**src/design/adcpd_pkg.sv**
```systemverilog
// Types and fixed constants for the ADC encoder pinch detector.
// No dependencies; imported by every design file.
package adcpd_pkg;

    localparam int NUM_CH      = 6;
    localparam int SAMPLE_W    = 12;
    localparam int CHANNEL_W   = 3;
    localparam int SUM_W       = 18;
    localparam int AVG_W       = 12;
    localparam int COUNT_W     = 8;
    localparam int DIFF_W      = AVG_W + 1;
    localparam int D_W         = 22;
    localparam int MAX_SAMPLES = 64;

    localparam logic [SUM_W-1:0]   SUM_MAX   = '1;
    localparam logic [AVG_W-1:0]   AVG_MAX   = '1;
    localparam logic [COUNT_W-1:0] COUNT_MAX = '1;

    localparam logic signed [D_W-1:0] DEG_PER_TURN = D_W'(360);

    localparam int STROKE_W    = 9;
    localparam int TOLERANCE_W = 7;
    localparam int REQUIRED_W  = 8;
    localparam int CFG_INDEX_W = 2;
    localparam int CFG_DATA_W  = 9;

    localparam logic [CFG_INDEX_W-1:0] CFG_STROKE_RANGE = 2'd0;
    localparam logic [CFG_INDEX_W-1:0] CFG_TOLERANCE    = 2'd1;
    localparam logic [CFG_INDEX_W-1:0] CFG_REQUIRED     = 2'd2;

    localparam logic [STROKE_W-1:0]    STROKE_RESET    = 9'd30;
    localparam logic [TOLERANCE_W-1:0] TOLERANCE_RESET = 7'd4;
    localparam logic [REQUIRED_W-1:0]  REQUIRED_RESET  = 8'd2;

    localparam logic [CHANNEL_W-1:0] PINCH_CH_A = 3'd4;
    localparam logic [CHANNEL_W-1:0] PINCH_CH_B = 3'd5;

    typedef enum logic [1:0] {
        PINCH_REST     = 2'd0,
        PINCH_CLOSING  = 2'd1,
        PINCH_SQUEEZED = 2'd2,
        PINCH_OPENING  = 2'd3
    } pinch_state_t;

    typedef struct packed {
        logic [SAMPLE_W-1:0]  sample;
        logic [CHANNEL_W-1:0] channel;
        logic                 frame_end;
    } sample_word_t;

    typedef struct packed {
        logic [AVG_W-1:0]   avg_ch0;
        logic [AVG_W-1:0]   avg_ch1;
        logic [AVG_W-1:0]   avg_ch2;
        logic [AVG_W-1:0]   avg_ch3;
        logic [AVG_W-1:0]   avg_ch4;
        logic [AVG_W-1:0]   avg_ch5;
        pinch_state_t       pinch_state_a;
        pinch_state_t       pinch_state_b;
        logic [COUNT_W-1:0] squeeze_count_a;
        logic [COUNT_W-1:0] squeeze_count_b;
        logic               both_done;
    } result_word_t;

    typedef struct packed {
        pinch_state_t       state;
        logic [COUNT_W-1:0] count;
    } pinch_status_t;

endpackage

```
**src/design/adcpd_detector.sv**
```systemverilog
// Four-state pinch detector with saturating squeeze counter for one pincher.
// Depends on adcpd_pkg.
module adcpd_detector #(
    parameter int RANGE_W = 21,
    parameter int TOL_W   = 19
) (
    input  logic                            clk,
    input  logic                            rst_n,
    input  logic                            step,
    input  logic signed [adcpd_pkg::D_W-1:0] offset,
    input  logic [RANGE_W-1:0]              range,
    input  logic [TOL_W-1:0]                tol,
    output adcpd_pkg::pinch_status_t        status
);
    import adcpd_pkg::*;

    localparam int CMP_W = ((RANGE_W > D_W) ? RANGE_W : D_W) + 2;

    pinch_state_t       state_reg;
    pinch_state_t       state_next;
    logic [COUNT_W-1:0] count_reg;
    logic [COUNT_W-1:0] count_next;

    logic signed [CMP_W-1:0] d_x;
    logic signed [CMP_W-1:0] two_d;
    logic signed [CMP_W-1:0] r_x;
    logic signed [CMP_W-1:0] tol_x;
    logic signed [CMP_W-1:0] sq_off;
    logic signed [CMP_W-1:0] sq_abs;
    logic signed [CMP_W-1:0] rest_abs;
    logic                    close_cross;
    logic                    open_cross;
    logic                    at_squeezed;
    logic                    at_rest;

    always_comb
    begin
        d_x         = CMP_W'(offset);
        two_d       = d_x <<< 1;
        r_x         = $signed(CMP_W'(range));
        tol_x       = $signed(CMP_W'(tol));
        sq_off      = r_x - d_x;
        sq_abs      = sq_off[CMP_W-1] ? -sq_off : sq_off;
        rest_abs    = d_x[CMP_W-1] ? -d_x : d_x;
        close_cross = two_d > r_x;
        open_cross  = two_d < r_x;
        at_squeezed = sq_abs < tol_x;
        at_rest     = rest_abs < tol_x;
    end

    always_comb
    begin
        state_next = state_reg;
        if (step)
        begin
            case (state_reg)
                PINCH_REST:     if (close_cross) state_next = PINCH_CLOSING;
                PINCH_CLOSING:  if (at_squeezed) state_next = PINCH_SQUEEZED;
                PINCH_SQUEEZED: if (open_cross)  state_next = PINCH_OPENING;
                PINCH_OPENING:  if (at_rest)     state_next = PINCH_REST;
                default:        state_next = PINCH_REST;
            endcase
        end
    end

    always_comb
    begin
        count_next = count_reg;
        if (step && state_reg == PINCH_CLOSING && at_squeezed && count_reg != COUNT_MAX)
        begin
            count_next = count_reg + COUNT_W'(1);
        end
        status.state = state_next;
        status.count = count_next;
    end

    always_ff @(posedge clk or negedge rst_n)
    begin
        if (!rst_n)
        begin
            state_reg <= PINCH_REST;
            count_reg <= '0;
        end
        else
        begin
            state_reg <= state_next;
            count_reg <= count_next;
        end
    end

endmodule

```
**src/design/adc_encoder_pinch_detector.sv**
```systemverilog
// Top level of the ADC encoder pinch detector: per-channel sums, frame averages, pinch tracking.
// Depends on adcpd_pkg and adcpd_detector.
//
// Usage:
//   sample channel: one word per converter reading (sample, channel, frame_end), taken at a
//   rising edge with sample_valid high and sample_stall low. Readings tagged channel six or
//   seven are dropped but their frame_end still closes the frame.
//   result channel: one word per frame_end, taken with result_valid high and result_stall low.
//   cfg channel: register writes (index, data); cfg_ready is always high. Write only while idle.
//   Throughput: one sample word per cycle while sample_stall is low. A frame_end word passes
//   four registers in order: sum capture, reciprocal-multiply averaging, offset from rest,
//   detector step; the last of them drives result_word.
//   When the receiver stalls, the result register holds its word and the stages behind it fill;
//   sample_stall rises only once all four stages hold a result. Words without frame_end only
//   accumulate and never block beyond that.
//   Reset clears the sums, the rest capture, both detectors and counters, and loads the
//   register reset values. The first frame after reset records the rest angles and reports
//   both pinchers at rest with zero counts.
module adc_encoder_pinch_detector #(
    parameter int SAMPLES_PER_CHANNEL = 50,
    parameter int ADC_FULL_SCALE      = 4096
) (
    input  logic                                clk,
    input  logic                                rst_n,
    input  logic                                sample_valid,
    output logic                                sample_stall,
    input  adcpd_pkg::sample_word_t             sample_word,
    output logic                                result_valid,
    input  logic                                result_stall,
    output adcpd_pkg::result_word_t             result_word,
    input  logic                                cfg_valid,
    output logic                                cfg_ready,
    input  logic [adcpd_pkg::CFG_INDEX_W-1:0]   cfg_index,
    input  logic [adcpd_pkg::CFG_DATA_W-1:0]    cfg_data
);
    import adcpd_pkg::*;

    localparam int FS_W      = $clog2(ADC_FULL_SCALE + 1);
    localparam int RANGE_W   = STROKE_W + FS_W;
    localparam int TOL_W     = TOLERANCE_W + FS_W;
    localparam int DIV_SHIFT = SUM_W + $clog2(SAMPLES_PER_CHANNEL);
    localparam int RECIP_W   = DIV_SHIFT + 1;
    localparam int PROD_W    = SUM_W + RECIP_W;
    localparam logic [RECIP_W-1:0] RECIP =
        RECIP_W'(((64'd1 << DIV_SHIFT) + 64'(SAMPLES_PER_CHANNEL) - 64'd1)
                 / 64'(SAMPLES_PER_CHANNEL));

    logic [STROKE_W-1:0]    stroke_reg;
    logic [TOLERANCE_W-1:0] tolerance_reg;
    logic [REQUIRED_W-1:0]  required_reg;
    logic [RANGE_W-1:0]     range_reg;
    logic [TOL_W-1:0]       tol_reg;

    logic [SUM_W-1:0] sum_reg    [NUM_CH];
    logic [SUM_W-1:0] sum_next   [NUM_CH];
    logic [SUM_W-1:0] s1_sum_reg [NUM_CH];
    logic [AVG_W-1:0] avg_next   [NUM_CH];
    logic [AVG_W-1:0] s2_avg_reg [NUM_CH];
    logic [AVG_W-1:0] s3_avg_reg [NUM_CH];

    logic [AVG_W-1:0]        rest_reg   [2];
    logic signed [D_W-1:0]   d_next     [2];
    logic signed [D_W-1:0]   s3_d_reg   [2];
    logic                    captured_reg;
    logic                    s3_first_reg;

    logic s1_valid_reg;
    logic s2_valid_reg;
    logic s3_valid_reg;
    logic result_valid_reg;
    logic s1_free;
    logic s2_free;
    logic s3_free;
    logic out_free;
    logic accept;
    logic s2_move;
    logic s3_move;
    logic det_step;

    result_word_t  result_word_reg;
    pinch_status_t status_a;
    pinch_status_t status_b;

    assign out_free     = !result_valid_reg || !result_stall;
    assign s3_free      = !s3_valid_reg || out_free;
    assign s2_free      = !s2_valid_reg || s3_free;
    assign s1_free      = !s1_valid_reg || s2_free;
    assign sample_stall = !s1_free;
    assign accept       = sample_valid && s1_free;
    assign s2_move      = s2_valid_reg && s3_free;
    assign s3_move      = s3_valid_reg && out_free;
    assign det_step     = s3_move && !s3_first_reg;
    assign cfg_ready    = 1'b1;
    assign result_valid = result_valid_reg;
    assign result_word  = result_word_reg;

    // configuration
    always_ff @(posedge clk or negedge rst_n)
    begin
        if (!rst_n)
        begin
            stroke_reg    <= STROKE_RESET;
            tolerance_reg <= TOLERANCE_RESET;
            required_reg  <= REQUIRED_RESET;
        end
        else if (cfg_valid && cfg_ready)
        begin
            case (cfg_index)
                CFG_STROKE_RANGE: stroke_reg    <= cfg_data[STROKE_W-1:0];
                CFG_TOLERANCE:    tolerance_reg <= cfg_data[TOLERANCE_W-1:0];
                CFG_REQUIRED:     required_reg  <= cfg_data[REQUIRED_W-1:0];
                default:          ;
            endcase
        end
    end

    always_ff @(posedge clk)
    begin
        range_reg <= RANGE_W'(stroke_reg) * RANGE_W'(ADC_FULL_SCALE);
        tol_reg   <= TOL_W'(tolerance_reg) * TOL_W'(ADC_FULL_SCALE);
    end

    // accumulate and average lanes
    for (genvar i = 0; i < NUM_CH; i++)
    begin : g_lane
        logic [SUM_W:0]    acc;
        logic [PROD_W-1:0] prod;
        logic [SUM_W:0]    quot;

        always_comb
        begin
            acc = {1'b0, sum_reg[i]};
            if (sample_word.channel == CHANNEL_W'(i))
            begin
                acc = acc + (SUM_W + 1)'(sample_word.sample);
            end
            sum_next[i] = acc[SUM_W] ? SUM_MAX : acc[SUM_W-1:0];
            prod        = PROD_W'(s1_sum_reg[i]) * PROD_W'(RECIP);
            quot        = prod[DIV_SHIFT +: SUM_W + 1];
            avg_next[i] = (quot > (SUM_W + 1)'(AVG_MAX)) ? AVG_MAX : quot[AVG_W-1:0];
        end

        always_ff @(posedge clk or negedge rst_n)
        begin
            if (!rst_n)
            begin
                sum_reg[i] <= '0;
            end
            else if (accept)
            begin
                sum_reg[i] <= sample_word.frame_end ? '0 : sum_next[i];
            end
        end

        always_ff @(posedge clk)
        begin
            if (accept && sample_word.frame_end)
            begin
                s1_sum_reg[i] <= sum_next[i];
            end
            if (s2_free)
            begin
                s2_avg_reg[i] <= avg_next[i];
            end
            if (s3_free)
            begin
                s3_avg_reg[i] <= s2_avg_reg[i];
            end
        end
    end

    // offset of each pincher from its rest angle
    always_comb
    begin
        logic signed [DIFF_W-1:0] diff_a;
        logic signed [DIFF_W-1:0] diff_b;
        diff_a    = $signed({1'b0, rest_reg[0]}) - $signed({1'b0, s2_avg_reg[PINCH_CH_A]});
        diff_b    = $signed({1'b0, rest_reg[1]}) - $signed({1'b0, s2_avg_reg[PINCH_CH_B]});
        d_next[0] = D_W'(diff_a) * DEG_PER_TURN;
        d_next[1] = D_W'(diff_b) * DEG_PER_TURN;
    end

    always_ff @(posedge clk or negedge rst_n)
    begin
        if (!rst_n)
        begin
            rest_reg[0]  <= '0;
            rest_reg[1]  <= '0;
            captured_reg <= 1'b0;
            s3_first_reg <= 1'b0;
        end
        else if (s2_move)
        begin
            s3_first_reg <= !captured_reg;
            if (!captured_reg)
            begin
                rest_reg[0]  <= s2_avg_reg[PINCH_CH_A];
                rest_reg[1]  <= s2_avg_reg[PINCH_CH_B];
                captured_reg <= 1'b1;
            end
        end
    end

    always_ff @(posedge clk)
    begin
        if (s3_free)
        begin
            s3_d_reg[0] <= d_next[0];
            s3_d_reg[1] <= d_next[1];
        end
    end

    adcpd_detector #(
        .RANGE_W (RANGE_W),
        .TOL_W   (TOL_W)
    ) u_detector_a (
        .clk    (clk),
        .rst_n  (rst_n),
        .step   (det_step),
        .offset (s3_d_reg[0]),
        .range  (range_reg),
        .tol    (tol_reg),
        .status (status_a)
    );

    adcpd_detector #(
        .RANGE_W (RANGE_W),
        .TOL_W   (TOL_W)
    ) u_detector_b (
        .clk    (clk),
        .rst_n  (rst_n),
        .step   (det_step),
        .offset (s3_d_reg[1]),
        .range  (range_reg),
        .tol    (tol_reg),
        .status (status_b)
    );

    // stage valids
    always_ff @(posedge clk or negedge rst_n)
    begin
        if (!rst_n)
        begin
            s1_valid_reg     <= 1'b0;
            s2_valid_reg     <= 1'b0;
            s3_valid_reg     <= 1'b0;
            result_valid_reg <= 1'b0;
        end
        else
        begin
            s1_valid_reg     <= s1_free  ? (accept && sample_word.frame_end) : 1'b1;
            s2_valid_reg     <= s2_free  ? s1_valid_reg : 1'b1;
            s3_valid_reg     <= s3_free  ? s2_valid_reg : 1'b1;
            result_valid_reg <= out_free ? s3_valid_reg : 1'b1;
        end
    end

    always_ff @(posedge clk)
    begin
        if (out_free)
        begin
            result_word_reg.avg_ch0         <= s3_avg_reg[0];
            result_word_reg.avg_ch1         <= s3_avg_reg[1];
            result_word_reg.avg_ch2         <= s3_avg_reg[2];
            result_word_reg.avg_ch3         <= s3_avg_reg[3];
            result_word_reg.avg_ch4         <= s3_avg_reg[4];
            result_word_reg.avg_ch5         <= s3_avg_reg[5];
            result_word_reg.pinch_state_a   <= status_a.state;
            result_word_reg.pinch_state_b   <= status_b.state;
            result_word_reg.squeeze_count_a <= status_a.count;
            result_word_reg.squeeze_count_b <= status_b.count;
            result_word_reg.both_done       <= (status_a.count >= required_reg) &&
                                               (status_b.count >= required_reg);
        end
    end

endmodule

```
**config.mk**
```make
export PLATFORM = sky130hd
export DESIGN_NAME = adc_encoder_pinch_detector
export DESIGN_NICKNAME = d
export VERILOG_FILES = /design/src/design/adcpd_pkg.sv /design/src/design/adcpd_detector.sv /design/src/design/adc_encoder_pinch_detector.sv
export SDC_FILE = /design/constraint.sdc
export NUM_CORES = 2
export LEC_CHECK = 0
export BUFFER_PORTS_ARGS = -buffer_cell sky130_fd_sc_hd__buf_2
export CELL_PAD_IN_SITES_DETAIL_PLACEMENT = 2
export CELL_PAD_IN_SITES_GLOBAL_PLACEMENT = 2
export CORE_AREA = 2 2 487 489
export DETAILED_ROUTE_END_ITERATION = 8
export DIE_AREA = 0 0 489 491
export GPL_ROUTABILITY_DRIVEN = 0
export GPL_TIMING_DRIVEN = 1
export MAX_ROUTING_LAYER = met4
export PLACE_DENSITY_LB_ADDON = 0.1
export SYNTH_ARGS = -nofsm -noshare
export SYNTH_HDL_FRONTEND = slang
export SYNTH_HIERARCHICAL = 1
export SYNTH_SLANG_ARGS = --single-unit
```
**constraint.sdc**
```tcl
create_clock -name clk -period 13.3 [get_ports clk]
set_clock_uncertainty 0.1 [all_clocks]
set_input_delay 2.66 -clock clk [delete_from_list [all_inputs] [get_ports clk]]
set_output_delay 2.66 -clock clk [all_outputs]
set_load 0.05 [all_outputs]
```
==> flow_summary.toml <==
[clock_network]
ctsHoldBuffers = 0
cts_resized = 0
clk_latency_ns = 0.73
cts_buffers = 76
post_cts_buffers = 0
cts_max_path_buffers = 3
root_buffer = "clkbuf_16"
h-tree-depth = 3
cts_tree = "yes"
path_clk_slew_ns = 0.06
cts.sinks = 581

[grt]
antenna_found_initial = 16
grt_max_degree = 109
grt_usage_pct = 17.88
grt_pass1_vias = 55518
gr-total-overflow = 0
grt_pass1_wl_mm = 324.8

[setup_path]
critical_path.max_fanout = 21
arrival_ns = 8.63
critPathLaunchType = "register"
end_kind = "register"
critical_path_class = "reg2reg"
cpMostUsedCell = "a21oi_1"
slowest_delay_ns = 0.68
r2r_start = "s3_d_reg[0][11]"
crit_required_ns = 13.64
crit_start = "s3_d_reg[0][11]"
slowest_stage = "nand3_1"

[worst_hold_path]
min_from = "tolerance_reg[5]"
hold_class = "reg2reg"

[die]
die_area_mm2 = 0.2401
core_area_mm2 = 0.2345
ios = 128
die_w_um = 489
rows = 178
start_util_pct = 29.92
die_height_um = 491

[synthesis]
synth_most_common_cell = "inv_1"
synthMuxAreaShare_pct = 0.7151
syn_area_mm2 = 0.07016
yosysWarnings = 6
synthDominantCellAreaShare_pct = 22.84
yosys.area.top_type = "ha_1"
ys_ff_latch = 581
yosysSeqAreaShare_pct = 23.35
synth_simple_gate_area_share_pct = 7.871
synth-adder-area-share_pct = 44.41
netlist_instances = 6905
yosys.cell_types.count = 116
synth_area_leaders = "ha_1 23%, fa_1 22%, edfxtp_1 16%"
synth-async-reset-ratio_pct = 31.33
yosys.area_share.xor_xnor_pct = 3.857
netlist_top_cells_count = "1645 x inv_1, 1281 x ha_1, 756 x fa_1"
synth_compound_area_share_pct = 10.36
synth_top_family_by_area = "adder cells"
avgSynthCellArea_um2 = 10.16
ys.flop_type = "edfxtp_1"
synth-edff-count = 383

[route]
vias = 48691
via_per_inst = 4.700
ant_nets = 0
wl_mm = 204.4
drt_iter0_markers = 1525
dr.pass1.iters = 5
avgRoutedWirePerCell_um = 19.73
drc_errors = 0

[outcome]
status = "complete, no violations"

[cells_and_area]
nets = 9212
n_fill_cell = 25721
area_delta_synth_final_pct = 10.40
drive_gt1_share_pct = 5.883

[flow_run]
cap_violations = 0

[place]
dp_hpwl_mm = 171.7
portBuffers = 126

[timing]
min_period_ns = 8.293
finalSetupTns_ns = 0
fin_crit_sh_pct = 62.35
slew_violations = 0
final_hold_viol_count = 0
fmax_mhz = 120.6
setup_violations = 0
grt_setup_unrepaired = "no"
slew_headroom_pct = 21.33
worst_pin_slew_ns = 1.172
## final timing paths
path | to | slack (ns) | depth (start not counted)
worst min register to register | tol_reg[17] | 0.26 | 0
worst max register to register | result_word[0] | 5.01 | 33
worst min-delay path | tol_reg[17] | 0.26 | 0
min in group asynchronous | rest_reg[20] | 1.92 | 1
max in group asynchronous | sum_reg[32] | 10.04 | 2
worst max-delay path | result_word[0] | 5.01 | 33
## layout make-up
class                   count  area (um^2)  area share (%)
repair buffers            148        818.3           1.056
clock buffers              96         2007           2.591
well taps                3150         3941           5.088
flip-flops and latches    581        16380           21.15
multi-input cells        4689        47620           61.48
clock inverters            46        498.0          0.6429
diodes                      2        5.005        0.006461
inverters                1647         6185           7.984
## metal layers
layer | wire length (um) | part of all wire [%] | vias up | global-route usage [%]
li1 | - | - | 23258 | -
met1 | 95050 | 47 | 24907 | 23.12
met2 | 101500 | 50 | 359 | 30.50
met3 | 4167 | 2.0 | 167 | 1.490
met4 | 3644 | 1.8 | 0 | 3.574
met5 | 0 | 0 | - | -
## worst max-delay path, delay by kind of cell (launching register included)
| kind | cells | cell delay (ns) |
|---|---|---|
| flip-flops | 1 | 0.47 |
| adder cells (fa/ha/maj) | 3 | 0.94 |
| XOR/XNOR | 2 | 0.41 |
| buffers and inverters | 2 | 0.16 |
| AO/OA/AOI/OAI | 18 | 4.22 |
| AND/OR/NAND/NOR | 8 | 1.73 |
## placed cells by master (no fill, tap or decap), types with 20 or more instances in the layout
cell       count
inv_1       1645
ha_1        1281
fa_1         756
edfxtp_1     383
nand2_1      357
a21oi_1      297
xnor2_1      210
o21ai_0      204
nor2_1       183
dfrtp_1      176
buf_2        125
a21o_1       119
conb_1       111
nand3_1       98
xor2_1        94
nor3_1        80
clkbuf_16     76
nand2b_1      71
o211ai_1      67
nand4_1       59
a22o_1        56
nor2b_1       49
a31oi_1       45
and3_1        39
mux2_2        33
or2_2         32
o21a_1        30
a211oi_1      22
o21bai_1      22
buf_4         21
o31ai_1       20
## kinds of logic after synthesis
family	after synthesis
other	2
adder cells (fa/ha/maj)	2037
multiplexers	45
flip-flops	581
XOR/XNOR	306
AO/OA/AOI/OAI	1089
AND/OR/NAND/NOR	1101
buffers and inverters	1744
## through the flow
stage	instance area, um^2	utilization [%]	std cells	hold WS [ns]	setup WS [ns]
floorplan	70570	-	7014	0.2420	4.353
global placement	74950	31.96	10215	0.2473	5.314
detailed placement	74950	31.96	10215	0.2517	5.052
CTS	77460	33.03	10357	0.2653	4.937
global route	77460	33.03	10359	0.2828	4.193
finish	77460	33.03	10359	0.2643	5.007
Power is left out: the tool's default activity adds up to more than one toggle a clock period on the data nets, which glitch-free logic cannot reach.
